**config.mk**
```make
export PLATFORM = sky130hd
export DESIGN_NAME = led_blink_pattern_sequencer_unit
export DESIGN_NICKNAME = d
export VERILOG_FILES = /design/src/hdl/lbps_pkg.sv /design/src/hdl/led_blink_pattern_sequencer_unit.sv
export SDC_FILE = /design/constraint.sdc
export NUM_CORES = 1
export LEC_CHECK = 0
export BUFFER_PORTS_ARGS = -buffer_cell sky130_fd_sc_hd__buf_2
export CORE_ASPECT_RATIO = 1.1
export CORE_MARGIN = 4
export CORE_UTILIZATION = 56
export CTS_BUF_LIST = sky130_fd_sc_hd__clkbuf_4 sky130_fd_sc_hd__clkbuf_8 sky130_fd_sc_hd__clkbuf_16
export DETAILED_ROUTE_END_ITERATION = 6
export GPL_TIMING_DRIVEN = 0
export MAX_ROUTING_LAYER = met4
export PLACE_DENSITY = 0.79
export SYNTH_ARGS = -nofsm -noshare
export SYNTH_HDL_FRONTEND = slang
export SYNTH_SLANG_ARGS = --single-unit
```
**constraint.sdc**
```tcl
create_clock -name clk -period 5.1 [get_ports clk]
set_input_delay 0.51 -clock clk [delete_from_list [all_inputs] [get_ports clk]]
set_output_delay 0.51 -clock clk [all_outputs]
set_load 0.02 [all_outputs]
```
**src/hdl/lbps_pkg.sv**
```systemverilog
// Shared types, codes and the colour palette for the LED blink pattern sequencer.
// No dependencies; used by the top level and its checker.
`default_nettype none

package lbps_pkg;

  // Item kinds carried on the input tuser bit.
  localparam logic FUNC_TICK = 1'b0;
  localparam logic FUNC_REQ  = 1'b1;

  localparam int unsigned KIND_W  = 3;
  localparam int unsigned EXTRA_W = 8;
  localparam int unsigned MS_W    = 16;
  localparam int unsigned LEVEL_W = 8;

  // Colour kinds that have a palette entry.
  localparam logic [KIND_W-1:0] KIND_LAYER    = 3'd0;
  localparam logic [KIND_W-1:0] KIND_WIRELESS = 3'd1;
  localparam logic [KIND_W-1:0] KIND_BATTERY  = 3'd2;
  localparam logic [KIND_W-1:0] KIND_TOUCH_ON = 3'd3;
  localparam logic [KIND_W-1:0] KIND_TOUCH_OFF = 3'd4;

  typedef enum logic [1:0] {
    PH_IDLE = 2'd0,
    PH_ON   = 2'd1,
    PH_OFF  = 2'd2
  } phase_t;

  typedef struct packed {
    logic [LEVEL_W-1:0] blue;
    logic [LEVEL_W-1:0] green;
    logic [LEVEL_W-1:0] red;
  } rgb_t;

  // Palette lookup; kinds without an entry give black.
  function automatic rgb_t palette(input logic [KIND_W-1:0] kind);
    rgb_t c;
    c = '0;
    unique case (kind)
      KIND_LAYER:     c.green = 8'd10;
      KIND_WIRELESS:  c.blue  = 8'd10;
      KIND_BATTERY:   c.red   = 8'd10;
      KIND_TOUCH_ON:  c.red   = 8'd5;
      KIND_TOUCH_OFF: c.green = 8'd3;
      default:        c = '0;
    endcase
    return c;
  endfunction

endpackage

`default_nettype wire

```
**src/hdl/led_blink_pattern_sequencer_unit.sv**
```systemverilog
// LED blink pattern sequencer: request queue, blink timing and palette output.
// Depends on lbps_pkg; checked by lbps_checker, which binds to this module.
//
// Path: a word accepted on the input passes through the input register and then
// the result register before it appears on the output.
// Throughput: one word per cycle while out_tready allows, set by the single pass from
// input register to result register; both registers hold a word each, so the input
// keeps flowing for one extra word while a result waits on out_tready.
// Reset (rst_n low, synchronous): queue empty, pattern idle, both stages empty.
`default_nettype none

module led_blink_pattern_sequencer_unit #(
  parameter int unsigned QUEUE_DEPTH = 16,
  parameter int unsigned LED_COUNT   = 4,
  // Derived widths.
  localparam int unsigned CNT_W  = $clog2(QUEUE_DEPTH + 1),
  localparam int unsigned ENTRY_W = LED_COUNT + lbps_pkg::KIND_W + lbps_pkg::EXTRA_W +
                                    2 * lbps_pkg::MS_W,
  localparam int unsigned IN_W   = ((ENTRY_W + 7) / 8) * 8,
  localparam int unsigned OUT_RAW_W = LED_COUNT + 3 * lbps_pkg::LEVEL_W + 2 + CNT_W,
  localparam int unsigned OUT_W  = ((OUT_RAW_W + 7) / 8) * 8
) (
  input  wire logic             clk,
  input  wire logic             rst_n,
  // Input channel.
  input  wire logic             in_tvalid,
  output      logic             in_tready,
  // tdata, lowest bit up: req_led_mask, req_color_kind, req_extra_blinks,
  // req_on_ms, req_off_ms, zero fill.
  input  wire logic [IN_W-1:0]  in_tdata,
  // tuser: func (0 = millisecond tick, 1 = blink request).
  input  wire logic             in_tuser,
  // Result channel.
  output      logic             out_tvalid,
  input  wire logic             out_tready,
  // tdata, lowest bit up: lit_mask, red, green, blue, phase, queue_level, zero fill.
  output      logic [OUT_W-1:0] out_tdata,
  // tuser: dropped (request lost because the queue was full).
  output      logic             out_tuser
);

  localparam int unsigned PTR_W = (QUEUE_DEPTH > 1) ? $clog2(QUEUE_DEPTH) : 1;
  localparam int unsigned MS_W  = lbps_pkg::MS_W;
  localparam int unsigned KW    = lbps_pkg::KIND_W;
  localparam int unsigned EW    = lbps_pkg::EXTRA_W;

  // Bit positions of the request fields inside a queue entry.
  localparam int unsigned KIND_LO  = LED_COUNT;
  localparam int unsigned EXTRA_LO = KIND_LO + KW;
  localparam int unsigned ON_LO    = EXTRA_LO + EW;
  localparam int unsigned OFF_LO   = ON_LO + MS_W;

  // ---------------------------------------------------------------------------
  // Handshake. The item register is emptied whenever the result register is
  // free or is being drained this cycle; only then is the item processed and
  // the sequencer state advanced.
  // ---------------------------------------------------------------------------
  logic               item_valid_r;
  logic               item_func_r;
  logic [ENTRY_W-1:0] item_data_r;
  logic               out_valid_r;
  logic [OUT_W-1:0]   out_data_r;
  logic               out_drop_r;
  logic               do_item;

  assign do_item   = item_valid_r && (!out_valid_r || out_tready);
  assign in_tready = !item_valid_r || do_item;

  always_ff @(posedge clk) begin
    if (!rst_n) begin
      item_valid_r <= 1'b0;
    end else if (in_tready) begin
      item_valid_r <= in_tvalid;
    end
  end

  // Payload of the input register needs no reset.
  always_ff @(posedge clk) begin
    if (in_tready && in_tvalid) begin
      item_func_r <= in_tuser;
      item_data_r <= in_tdata[ENTRY_W-1:0];
    end
  end

  // ---------------------------------------------------------------------------
  // Sequencer state.
  // ---------------------------------------------------------------------------
  logic [PTR_W-1:0]     head_r, head_nxt;
  logic [PTR_W-1:0]     tail_r, tail_nxt;
  logic [CNT_W-1:0]     count_r, count_nxt;
  logic [LED_COUNT-1:0] act_mask_r, act_mask_nxt;
  logic [KW-1:0]        act_kind_r, act_kind_nxt;
  logic [MS_W-1:0]      act_on_r, act_on_nxt;
  logic [MS_W-1:0]      act_off_r, act_off_nxt;
  lbps_pkg::phase_t     phase_r, phase_nxt;
  logic [MS_W-1:0]      elapsed_r, elapsed_nxt;
  logic [EW-1:0]        blinks_r, blinks_nxt;

  // The queue is a memory with one write and one registered read port. The
  // read port always fetches the entry at the next head pointer, so the head
  // of the queue is ready in head_data_r when the following word arrives. A
  // write to that very entry in the same cycle is forwarded.
  logic [ENTRY_W-1:0]   queue_mem [QUEUE_DEPTH];
  logic [ENTRY_W-1:0]   head_data_r;
  logic                 push, drop;

  function automatic logic [PTR_W-1:0] ptr_inc(input logic [PTR_W-1:0] p);
    logic [PTR_W-1:0] q;
    q = (p == PTR_W'(QUEUE_DEPTH - 1)) ? '0 : p + PTR_W'(1);
    return q;
  endfunction

  always_ff @(posedge clk) begin
    if (push) begin
      queue_mem[tail_r] <= item_data_r;
    end
    if (push && (tail_r == head_nxt)) begin
      head_data_r <= item_data_r;
    end else begin
      head_data_r <= queue_mem[head_nxt];
    end
  end

  // Next state. A request only touches the queue; a tick pops a waiting
  // request (which restarts the pattern) or else ages the running pattern,
  // and then at most one phase change is made.
  always_comb begin
    head_nxt     = head_r;
    tail_nxt     = tail_r;
    count_nxt    = count_r;
    act_mask_nxt = act_mask_r;
    act_kind_nxt = act_kind_r;
    act_on_nxt   = act_on_r;
    act_off_nxt  = act_off_r;
    phase_nxt    = phase_r;
    elapsed_nxt  = elapsed_r;
    blinks_nxt   = blinks_r;
    push         = 1'b0;
    drop         = 1'b0;

    if (do_item) begin
      if (item_func_r == lbps_pkg::FUNC_REQ) begin
        if (count_r == CNT_W'(QUEUE_DEPTH)) begin
          drop = 1'b1;
        end else begin
          push      = 1'b1;
          tail_nxt  = ptr_inc(tail_r);
          count_nxt = count_r + CNT_W'(1);
        end
      end else begin
        if (count_r != '0) begin
          head_nxt     = ptr_inc(head_r);
          count_nxt    = count_r - CNT_W'(1);
          act_mask_nxt = head_data_r[LED_COUNT-1:0];
          act_kind_nxt = head_data_r[KIND_LO +: KW];
          act_on_nxt   = head_data_r[ON_LO +: MS_W];
          act_off_nxt  = head_data_r[OFF_LO +: MS_W];
          blinks_nxt   = head_data_r[EXTRA_LO +: EW];
          phase_nxt    = lbps_pkg::PH_ON;
          elapsed_nxt  = '0;
        end else if (phase_r != lbps_pkg::PH_IDLE && elapsed_r != '1) begin
          elapsed_nxt = elapsed_r + MS_W'(1);
        end

        unique case (phase_nxt)
          lbps_pkg::PH_ON: begin
            if (elapsed_nxt >= act_on_nxt) begin
              phase_nxt   = lbps_pkg::PH_OFF;
              elapsed_nxt = '0;
            end
          end
          lbps_pkg::PH_OFF: begin
            if (elapsed_nxt >= act_off_nxt) begin
              if (blinks_nxt != '0) begin
                blinks_nxt = blinks_nxt - EW'(1);
                phase_nxt  = lbps_pkg::PH_ON;
              end else begin
                phase_nxt  = lbps_pkg::PH_IDLE;
              end
              elapsed_nxt = '0;
            end
          end
          default: begin
          end
        endcase
      end
    end
  end

  always_ff @(posedge clk) begin
    if (!rst_n) begin
      head_r     <= '0;
      tail_r     <= '0;
      count_r    <= '0;
      act_mask_r <= '0;
      act_kind_r <= '0;
      act_on_r   <= '0;
      act_off_r  <= '0;
      phase_r    <= lbps_pkg::PH_IDLE;
      elapsed_r  <= '0;
      blinks_r   <= '0;
    end else begin
      head_r     <= head_nxt;
      tail_r     <= tail_nxt;
      count_r    <= count_nxt;
      act_mask_r <= act_mask_nxt;
      act_kind_r <= act_kind_nxt;
      act_on_r   <= act_on_nxt;
      act_off_r  <= act_off_nxt;
      phase_r    <= phase_nxt;
      elapsed_r  <= elapsed_nxt;
      blinks_r   <= blinks_nxt;
    end
  end

  // ---------------------------------------------------------------------------
  // Result word: the display after this item. LEDs and colour show only
  // during an on period.
  // ---------------------------------------------------------------------------
  logic [LED_COUNT-1:0] lit_nxt;
  lbps_pkg::rgb_t       rgb_nxt;
  logic [OUT_W-1:0]     out_data_nxt;

  always_comb begin
    if (phase_nxt == lbps_pkg::PH_ON) begin
      lit_nxt = act_mask_nxt;
      rgb_nxt = lbps_pkg::palette(act_kind_nxt);
    end else begin
      lit_nxt = '0;
      rgb_nxt = '0;
    end
    out_data_nxt = OUT_W'({count_nxt, phase_nxt, rgb_nxt.blue, rgb_nxt.green,
                           rgb_nxt.red, lit_nxt});
  end

  always_ff @(posedge clk) begin
    if (!rst_n) begin
      out_valid_r <= 1'b0;
    end else if (do_item) begin
      out_valid_r <= 1'b1;
    end else if (out_tready) begin
      out_valid_r <= 1'b0;
    end
  end

  always_ff @(posedge clk) begin
    if (do_item) begin
      out_data_r <= out_data_nxt;
      out_drop_r <= drop;
    end
  end

  assign out_tvalid = out_valid_r;
  assign out_tdata  = out_data_r;
  assign out_tuser  = out_drop_r;

endmodule

`default_nettype wire

```
==> out/results.md <==
| Metric | Reported |
| --- | --- |
| Via count of the first global-routing pass | 19,090 |
| Setup TNS | 0 ps |
| Antenna violations before repair | 0 |
| Critical Path, Cell by Cell | buf_6, buf_8, buf_6, buf_6, mux4_2, mux4_2, mux2i_1, ha_1, o211ai_1, nor3_1, a211oi_1, nor2_1, o21ai_2, or2_2, o32ai_4, buf_6, nor3_1 |
| Filler cell count in the final layout | 3,961 |
| Number of levels in the clock H-tree | 3 |
| Worst setup skew after layout | 26.65 ps |
| IO Port Bufs | 74 |
| Static leakage | 13.15 nW |
| Setup repair after global routing missed its margin | false |
| Synth Flop Type | edfxtp_1 |
| Root buf cell | clkbuf_16 |
| Site Rows | 96 |
| Routed Antenna Nets | 0 |
| Clock slew at reported path FFs | 60 ps |
| Post-layout min period | 4907 ps |
| Number of distinct standard cells referenced by the synthesized netlist | 63 |
| Sw Ratio | 20.96% |
| Number of warnings issued by yosys | 0 |
| Worst-path fanout max | 10 |
| Async set-reset flop share out of synthesis | 0% |
| Die span in x | 248.7 µm |
| Buffers from clock root to sink, at most | 3 |
| Vertical die dimension | 272.7 µm |
| Ant diodes | 0 |
| Total via count after detailed routing | 18,750 |
| Total GRT Usage | 25.56% |
| Non-filler cells in the finished layout | 2,947 |
| Data arrival time at the worst-slack endpoint | 5270 ps |
| Initial Util | 56.90% |
| Maxcap violations | 0 |
| Overall overflow remaining after global route | 0 |
| Clock buffer count from CTS | 88 |
| Buffering stage count on the worst path with inverters included | 5 |
| Ratio of total power to cell area | 377.0 nW/µm² |
| Flip-flop and latch count after synthesis | 902 |
| Average detailed-routed wire length per instance | 28.39 µm |
| Clk Latency, worst-skew pair | 640 ps |
| Share of final-layout standard cells stronger than drive strength 1 | 28.81% |
| Number of nets at the end of the flow | 2,143 |
| Most prevalent standard cell on the critical path | buf_6 |
| Final RePlAce weighted congestion | 0.8977 |
| Top cell family by delay on the critical path | multiplexers |
| Slowest stage delay, CP | 530 ps |
| Number of cells in the design after placement | 2,791 |
| First-pass GRT wire length | 124,800 µm |
| Sequential fraction of design power | 53.0% |
| Sequential element share of the synthesized area | 73.57% |
| Area of the mapped netlist | 35,670 µm² |
| Count of pins on the block boundary | 96 |
| DP Worst Slack | -1244 ps |
| Remaining max-slew budget at the tightest pin | 33.40% |
| Kind of end point of the critical path | flip-flop |
| Worst hold margin | 41.08 ps |
| Fin. Hold Viols | 0 |
| Remaining routing DRC violations | 0 |
| Kind of critical path | reg2reg |
| # setup viols final | 0 |
| Slew at the pin closest to its max-slew limit | 995.7 ps |
| Number of flops mapped to enable cells by yosys | 818 |
| Run status | complete, no violations |
| Final design area excluding fillers | 41,210 µm² |
| Final HPWL from detailed placement | 51,830 µm |
| Part of the cycle the worst path needs | 96.22% |
| Critical Path Slowest Stage Cell | mux4_2 |
| Required time of the critical path | 5470 ps |
| Switching pwr | 3.257 mW |
| Worst Setup Start Kind | flip-flop |
| CTS tree | done |
| Hold Buf Count CTS | 0 |
| Internal power contribution | 12.28 mW |
| Final Max Tran Viols | 0 |
| Worst min-delay path class | in2reg |
| Initial DRC Count | 2,453 |
| Fmax | 203.8 MHz |
| Combined flip-flop and latch cell area | 26,250 µm² |
| Final cell utilization of the core | 65.72% |
| First-pass iteration count of the detailed router | 7 |
| Final worst-path setup slack | 192.9 ps |
| Part of the total power dissipated in the clock network | 41.8% |
| Core Box Area | 62,700 µm² |
| Number of clock sinks | 902 |
| Pin count of the biggest net entering global routing | 49 |
| Die outline area | 67,810 µm² |
| IR Drop Worst-Case VDD | 0.0002811 V |
| Post-place instance area | 38,130 µm² |
| Gate Count Post-Synth | 1,825 |
| Total power consumption of the routed design | 15.54 mW |
| Relative contribution of combinational cells to total power | 5.2% |
| Mapped Avg Cell Area | 19.55 µm² |
| Post-DR vias/cell | 6.362 |
| Area overhead of the layout relative to synthesis | 15.52% |
| Multi-input combinational cell area | 9012 µm² |
| Total wire length after detailed routing | 83,660 µm |
-- worst register-to-register path: stages, from the launching register on --
cell and delay (ps):
dfxtp_2 390, buf_6 220, buf_8 220, buf_6 200, buf_6 220, mux4_2 550
mux4_2 530, mux2i_1 230, ha_1 300, o211ai_1 110, nor3_1 220, a211oi_1 110
nor2_1 420, o21ai_2 160, or2_2 320, o32ai_4 200, buf_6 200, nor3_1 60
-- repair_timing --
action | in CTS | in global routing
pin swaps | 0 | 1
endpoints found under the setup margin | 38 | 35
resized for setup | 55 | 23
cloned | 0 | 0
buffers inserted | 2 | 2
-- kinds of logic after synthesis --
kind of cell	count (synthesis)	share of synthesized area (%)
flops	902	73.57
simple gates	303	3.897
mux	280	15.84
compound gates	145	2.694
buf+inv	128	1.901
fa+ha+maj	45	1.578
xor+xnor	21	0.5156
other cells	1	0.01051
-- power groups by stage --
stage          combinational (mW)  sequential [mW]  clock, mW
2_1_floorplan               0.544             8.36          0
3_3_place_gp                0.739             8.37          0
3_5_place_dp                0.770             8.38          0
4_1_cts                     0.799             8.23       6.57
5_1_grt                     0.874             8.24       6.91
6_report                    0.816             8.23       6.49
-- area by class of cell --
class / instances / share of cell area (%)
plain buffers: 102 / 1.734
clock buffers: 113 / 5.957
clock inverters: 46 / 1.047
inverters: 19 / 0.1731
multi-input cells: 814 / 21.87
flip-flops and latches: 902 / 63.69
well taps: 833 / 2.529
repair buffers: 118 / 3.000
-- flip-flops by register name (all words and copies together), names as in the netlist, named ones only --
| signal | cells |
|---|---|
| count_r | 5 |
| elapsed_r | 16 |
| out_tuser | 1 |
| item_valid_r | 1 |
| out_tdata | 17 |
| act_off_r | 16 |
| act_on_r | 16 |
| act_mask_r | 4 |
| blinks_r | 8 |
| phase_r | 2 |
| head_r | 4 |
| queue_mem | 752 |
| item_func_r | 1 |
| tail_r | 4 |
| out_tvalid | 1 |
| act_kind_r | 3 |
| item_data_r | 47 |
-- synth_stat cells (14+ instances only) --
cell	number	area [µm²]
a21oi_1	57	285.3
inv_1	17	63.81
nor2_1	66	247.7
nand2_1	134	503.0
clkbuf_1	33	123.9
buf_4	28	210.2
xnor2_1	14	122.6
and2_1	18	112.6
o21ai_0	25	125.1
edfxtp_1	818	24560
mux4_2	227	5112
mux2i_1	48	480.5
buf_2	28	140.1
nor3_1	20	100.1
nand3_1	17	85.08
dfxtp_1	84	1682
ha_1	45	563.0
buf_1	14	52.55
-- path summary, 6_finish.rpt --
check,start,end,slack [ps],depth (start not counted)
hold reg to reg,act_off_r[2]$_SDFFE_PN0P_,act_off_r[2]$_SDFFE_PN0P_,450,2
setup / recovery,flip-flop,out_tdata[12]$_SDFFCE_PP0P_,190,17
setup reg to reg,flip-flop,out_tdata[12]$_SDFFCE_PP0P_,190,17
hold / removal,in_tdata[23],item_data_r[23]$_DFFE_PP_,40,1
-- layer usage --
layer	global-route usage [%]	wire (µm)
met3	4.702	6759
met1	32.81	31410
met2	42.48	43160
met4	7.781	2337
met5	-	0
-- cell usage in the layout (no fill, tap or decap), drive strengths merged, types with 18 or more instances in the layout --
master,instances
ha,45
clkbuf,143
clkinv,36
and2,18
dfxtp,84
mux2i,48
o21ai,25
nor2,66
nor3,20
mux4,227
a21oi,59
inv,20
conb,20
nand2,134
buf,187
edfxtp,818
Power figures use the tool's default switching activity.
